`config.mk`:
```
export PLATFORM = sky130hd
export DESIGN_NAME = ufmc_ctrl
export DESIGN_NICKNAME = d
export VERILOG_FILES = /design/src/hdl/assert_macros.svh /design/src/hdl/ufmc_pkg.sv /design/src/hdl/ufmc_ctrl.sv
export SDC_FILE = /design/constraint.sdc
export NUM_CORES = 1
export LEC_CHECK = 0
export ABC_CLOCK_PERIOD_IN_PS = 3000
export CELL_PAD_IN_SITES_DETAIL_PLACEMENT = 0
export CELL_PAD_IN_SITES_GLOBAL_PLACEMENT = 1
export CORE_AREA = 2 2 39 41
export DETAILED_ROUTE_END_ITERATION = 6
export DIE_AREA = 0 0 41 43
export DONT_BUFFER_PORTS = 1
export PLACE_DENSITY = 0.73
export SLEW_MARGIN = 20
export SYNTH_ARGS = -nofsm -noshare
export SYNTH_HDL_FRONTEND = slang
export SYNTH_SLANG_ARGS = --single-unit
```
`constraint.sdc`:
```
create_clock -name clock -period 3 [get_ports clock]
set_clock_uncertainty 0.05 [all_clocks]
set_input_delay 0.6 -clock clock [delete_from_list [all_inputs] [get_ports clock]]
set_output_delay 0.6 -clock clock [all_outputs]
set_load 0.01 [all_outputs]
```
`src/hdl/assert_macros.svh`:
```
// Assertion macros used by the top level of the disjoint-set union engine.
`ifndef ASSERT_MACROS_SVH
`define ASSERT_MACROS_SVH
`ifndef SYNTHESIS
// Checks a property at every rising clock edge outside reset.
`define ASSERT_CLK(label, clk, rst, prop, msg) \
   label: assert property (@(posedge clk) disable iff (rst) prop) else $error(msg);
// Checks that the consequent holds in the cycle after the antecedent.
`define ASSERT_NEXT(label, clk, rst, ante, cons, msg) \
   label: assert property (@(posedge clk) disable iff (rst) ante |=> cons) else $error(msg);
`else
`define ASSERT_CLK(label, clk, rst, prop, msg)
`define ASSERT_NEXT(label, clk, rst, ante, cons, msg)
`endif
`endif

```
`src/hdl/ufmc_pkg.sv`:
```
// Shared constants and controller/datapath interface types of the union-find engine.
`default_nettype none
package ufmc_pkg;

   localparam int ID_WIDTH           = 10;
   localparam int GROUP_WIDTH        = 11;
   localparam int NODE_COUNT_DEFAULT = 1024;
   localparam int RECIP_SHIFT        = 20;
   localparam logic [GROUP_WIDTH-1:0] OUT_MAX = 11'd2047;

   // Commands from the controller to the datapath, one group per cycle.
   typedef struct packed {
      logic load;     // capture the two node ids of an accepted transaction
      logic sel_b;    // the find works on the second node
      logic red_mul;  // register the quotient estimate of the id wrap
      logic red_fix;  // form the wrapped node id into the walk pointer
      logic clr;      // clear one parent-table entry during the reset sweep
      logic rd_x;     // read the parent word of the walk pointer
      logic chk_x;    // evaluate the parent word of the walk pointer
      logic hop;      // apply one path-halving step
      logic rd_sa;    // read the size of the first root
      logic rd_sb;    // capture the first size, read the size of the second root
      logic link;     // join the two roots by size
      logic result;   // update the running maximum and load the output register
   } ctrl_cmd_type;

   typedef struct packed {
      logic clr_last;  // the sweep is at the last table entry
      logic x_done;    // the walk pointer is a root, or a node never seen
   } ctrl_status_type;

endpackage
`default_nettype wire

```
`src/hdl/ufmc_ctrl.sv`:
```
// Controller state machine of the union-find engine.
`default_nettype none
module ufmc_ctrl (
   input  wire logic                        clock,
   input  wire logic                        reset,
   input  wire logic                        req_valid,
   output logic                             req_stall,
   output logic                             rsp_valid,
   input  wire logic                        rsp_stall,
   output ufmc_pkg::ctrl_cmd_type           cmd,
   input  wire ufmc_pkg::ctrl_status_type   status
);

   localparam logic [3:0] ST_CLEAR   = 4'd0;
   localparam logic [3:0] ST_IDLE    = 4'd1;
   localparam logic [3:0] ST_RED_MUL = 4'd2;
   localparam logic [3:0] ST_RED_FIX = 4'd3;
   localparam logic [3:0] ST_READ_X  = 4'd4;
   localparam logic [3:0] ST_CHECK_X = 4'd5;
   localparam logic [3:0] ST_HOP     = 4'd6;
   localparam logic [3:0] ST_SIZE_A  = 4'd7;
   localparam logic [3:0] ST_SIZE_B  = 4'd8;
   localparam logic [3:0] ST_UNION   = 4'd9;
   localparam logic [3:0] ST_RESULT  = 4'd10;

   logic [3:0] state_ff, state_in;
   logic       sel_b_ff, sel_b_in;
   logic       rsp_valid_ff, rsp_valid_in;
   logic       slot_free;

   assign slot_free = !rsp_valid_ff || !rsp_stall;

   always_comb begin
      state_in     = state_ff;
      sel_b_in     = sel_b_ff;
      rsp_valid_in = rsp_valid_ff && rsp_stall;
      cmd          = '0;
      cmd.sel_b    = sel_b_ff;
      unique case (state_ff)
         ST_CLEAR: begin
            cmd.clr = 1'b1;
            if (status.clr_last) begin
               state_in = ST_IDLE;
            end
         end
         ST_IDLE: begin
            if (req_valid) begin
               cmd.load = 1'b1;
               sel_b_in = 1'b0;
               state_in = ST_RED_MUL;
            end
         end
         ST_RED_MUL: begin
            cmd.red_mul = 1'b1;
            state_in    = ST_RED_FIX;
         end
         ST_RED_FIX: begin
            cmd.red_fix = 1'b1;
            state_in    = ST_READ_X;
         end
         ST_READ_X: begin
            cmd.rd_x = 1'b1;
            state_in = ST_CHECK_X;
         end
         ST_CHECK_X: begin
            cmd.chk_x = 1'b1;
            if (!status.x_done) begin
               state_in = ST_HOP;
            end else if (sel_b_ff) begin
               state_in = ST_SIZE_A;
            end else begin
               sel_b_in = 1'b1;
               state_in = ST_RED_MUL;
            end
         end
         ST_HOP: begin
            cmd.hop  = 1'b1;
            state_in = ST_CHECK_X;
         end
         ST_SIZE_A: begin
            cmd.rd_sa = 1'b1;
            state_in  = ST_SIZE_B;
         end
         ST_SIZE_B: begin
            cmd.rd_sb = 1'b1;
            state_in  = ST_UNION;
         end
         ST_UNION: begin
            cmd.link = 1'b1;
            state_in = ST_RESULT;
         end
         ST_RESULT: begin
            // The running maximum moves only when the result can be loaded.
            if (slot_free) begin
               cmd.result   = 1'b1;
               rsp_valid_in = 1'b1;
               state_in     = ST_IDLE;
            end
         end
         default: begin
            state_in = ST_IDLE;
         end
      endcase
   end

   always_ff @(posedge clock) begin
      if (reset) begin
         state_ff     <= ST_CLEAR;
         sel_b_ff     <= 1'b0;
         rsp_valid_ff <= 1'b0;
      end else begin
         state_ff     <= state_in;
         sel_b_ff     <= sel_b_in;
         rsp_valid_ff <= rsp_valid_in;
      end
   end

   assign req_stall = (state_ff != ST_IDLE);
   assign rsp_valid = rsp_valid_ff;

endmodule
`default_nettype wire
```
==> impl_results.md <==
- DP HPWL: 750 um
- Ys async rst share: 0
- Pre-antenna DRT Iters: 4
- Fmax: 0.486 GHz
- Initial antenna violation count: 0
- Area Growth Syn to Fin: 0%
- Area share of the largest cell type after synthesis: 0.265
- Wl on met1: about 470 um
- First-pass GRT wire length: roughly 1600 um
- Largest net degree at the start of global routing: 17
- Clock root buffer: clkbuf_4
- Clock latency on the worst-skew pair: 250 ps
- CTS Hold Bufs: 0
- CTS tree: built
- Worst vdd ir: 0.000162 V
- Primary FF master, synth: dfxtp_1
- Outcome: completed
- RSZ-0062 raised after global routing: false
- Via Count: 423
- Routability Congestion: 0.697
- Dominant cells by area after synthesis: dfxtp_1 (27%), buf_4 (8.3%), a21oi_1 (7.7%)
- Via density: 5.88
- Worst setup EP type: primary output
- Final setup fails: 0
- Final worst path period share: 0.686
- Worst-margin pin slew: 480 ps
- Max-Cap Viols: 0
- Initial core utilization: 0.327
- Post-CTS setup buffer count: 0
- 1st-iter DRT viols: 12
- Drc violations: 0
- Vias in the first global route: 344
- Register area: 120 um2
- Synth Register Bits: 6
- Filler cells: about 150
- Clk buf depth: 2
- DIE AREA: 1760 um2
- CTS buffer count: 3
- Register area share after synthesis: 0.265
- Post-CTS Resized: 0
- Post-synth EDFFs: 0
- Rows: 14
- Die width: 41 um
- Layout cells sized above 1: 0.125
- Top cells by count, synth: a21oi_1 (7), nor2_1 (7), dfxtp_1 (6), buf_4 (5), nand2_1 (5)
- Synthesis warning total: 0
- Overall routing resource usage: 0.139
- Mean Syn Cell Area: roughly 7.7 um2
- Crit path kind: reg -> out
- Ant diodes: 0
- Met3 WL: 106 um
- Hold Fails Final Rpt: 0
- Area of the multi-input gates: 279 um2
- Crit-path max FO: 16
- H-tree depth: 1
- Drt total wl: 1030 um
- Cell variety after synth: 28
- Cell taking the most area after synthesis: dfxtp_1
- Cell leakage power: 0.172 nW
- Top layer in use: met4
- Tmin final: ~2100 ps
- PortBufs: 0
- Req. time, crit path: 2350 ps
- Netlist Area Pre-Place: 453 um2
- Setup_tns: 0 ps
- Hold WS: roughly 360 ps
- Pwr dens: 486 nW/um2
- CTS clk-pin slew, worst paths: about 50 ps
- Core area: 1380 um2
- Post-Syn Instances: roughly 60
- Slew headroom: 0.680
- Synth Net Count: 65
- Min-Delay Path Class: in -> reg
- Die height: roughly 43 um
- Final net count: 64
- Final antenna-violating net count: 0
- Total congestion overflow: 0
- Clock Sinks: 6
- Routed wl met2: 446 um
- CP arrival: 1410 ps
- Crit start category: register
- Max Transition Viols Final: 0
- Io pins: 20
- Wire per inst: 14.4 um
power by group:
group / internal [mW] / total [mW] / switching [mW]
Sequential: 0.0850 / 0.101 / 0.0159
Clock: 0.0456 / 0.0795 / 0.0339
Combinational: 0.0185 / 0.0396 / 0.0211
state kept, by name (all words and copies together) (netlist names):
name / flops
sel_b_ff: 1
state_ff: 4
rsp_valid: 1
area by class of cell:
type | count | area share
multi-input cells | 44 | 0.616
flip-flops and latches | 6 | 0.265
clock buffers | 3 | 0.0497
well taps | 16 | 0.0442
inverters | 3 | 0.0249
cells by family (layout without fill, tap and decap cells):
family	after synthesis	after routing	share of synthesized area
flip-flops	6	6	0.265
AO/OA/AOI/OAI	13	13	0.188
multiplexers	2	2	0.0470
buffers and inverters	9	6	0.119
AND/OR/NAND/NOR	29	29	0.381
critical path, cell delays in order (launching register included):
cell and delay [ps]:
dfxtp_1 610, nand4bb_1 260, a21oi_1 280
metal layers:
| layer | up-vias | track usage |
|---|---|---|
| met5 | - | 0 |
| met4 | 0 | 0.100 |
| met3 | 2 | 0.0733 |
| met2 | 19 | 0.169 |
| met1 | 196 | 0.178 |
| li1 | 206 | - |
placed cells by master, fill, tap and decap left out, drive strengths merged:
cell     instances
nor2             7
o21ai            1
nand2            5
and3             2
mux2             1
nand2b           2
nor3b            1
nor4             2
a21oi            7
o311a            1
mux2i            1
and4             1
a31oi            1
clkbuf           3
o211a            1
nand4bb          1
inv              3
nor3             5
dfxtp            6
nor2b            2
and3b            1
o32a             1
o31a             1
per-stage QoR:
stage	util	worst slack [ps]	cell area, um2	power (mW)	instances
final	0.327	943	453	0.220	72
after global routing	0.327	821	453	0.234	72
after CTS	0.327	952	453	0.221	72
after detailed placement	0.311	1230	430	0.142	69
after global placement	0.311	1220	430	0.142	69
after floorplan	-	1460	453	0.139	59
worst paths after layout:
kind / startpoint / end / slack, ps / depth (start not counted)
max: state_ff[1] / cmd[0] / 940 / 2
min: reset / rsp_valid / 360 / 1
max reg2reg: state_ff[0] / state_ff[0] / 1590 / 3
min reg2reg: rsp_valid / rsp_valid / 530 / 2
No activity file was read; power rests on OpenSTA's default activity.
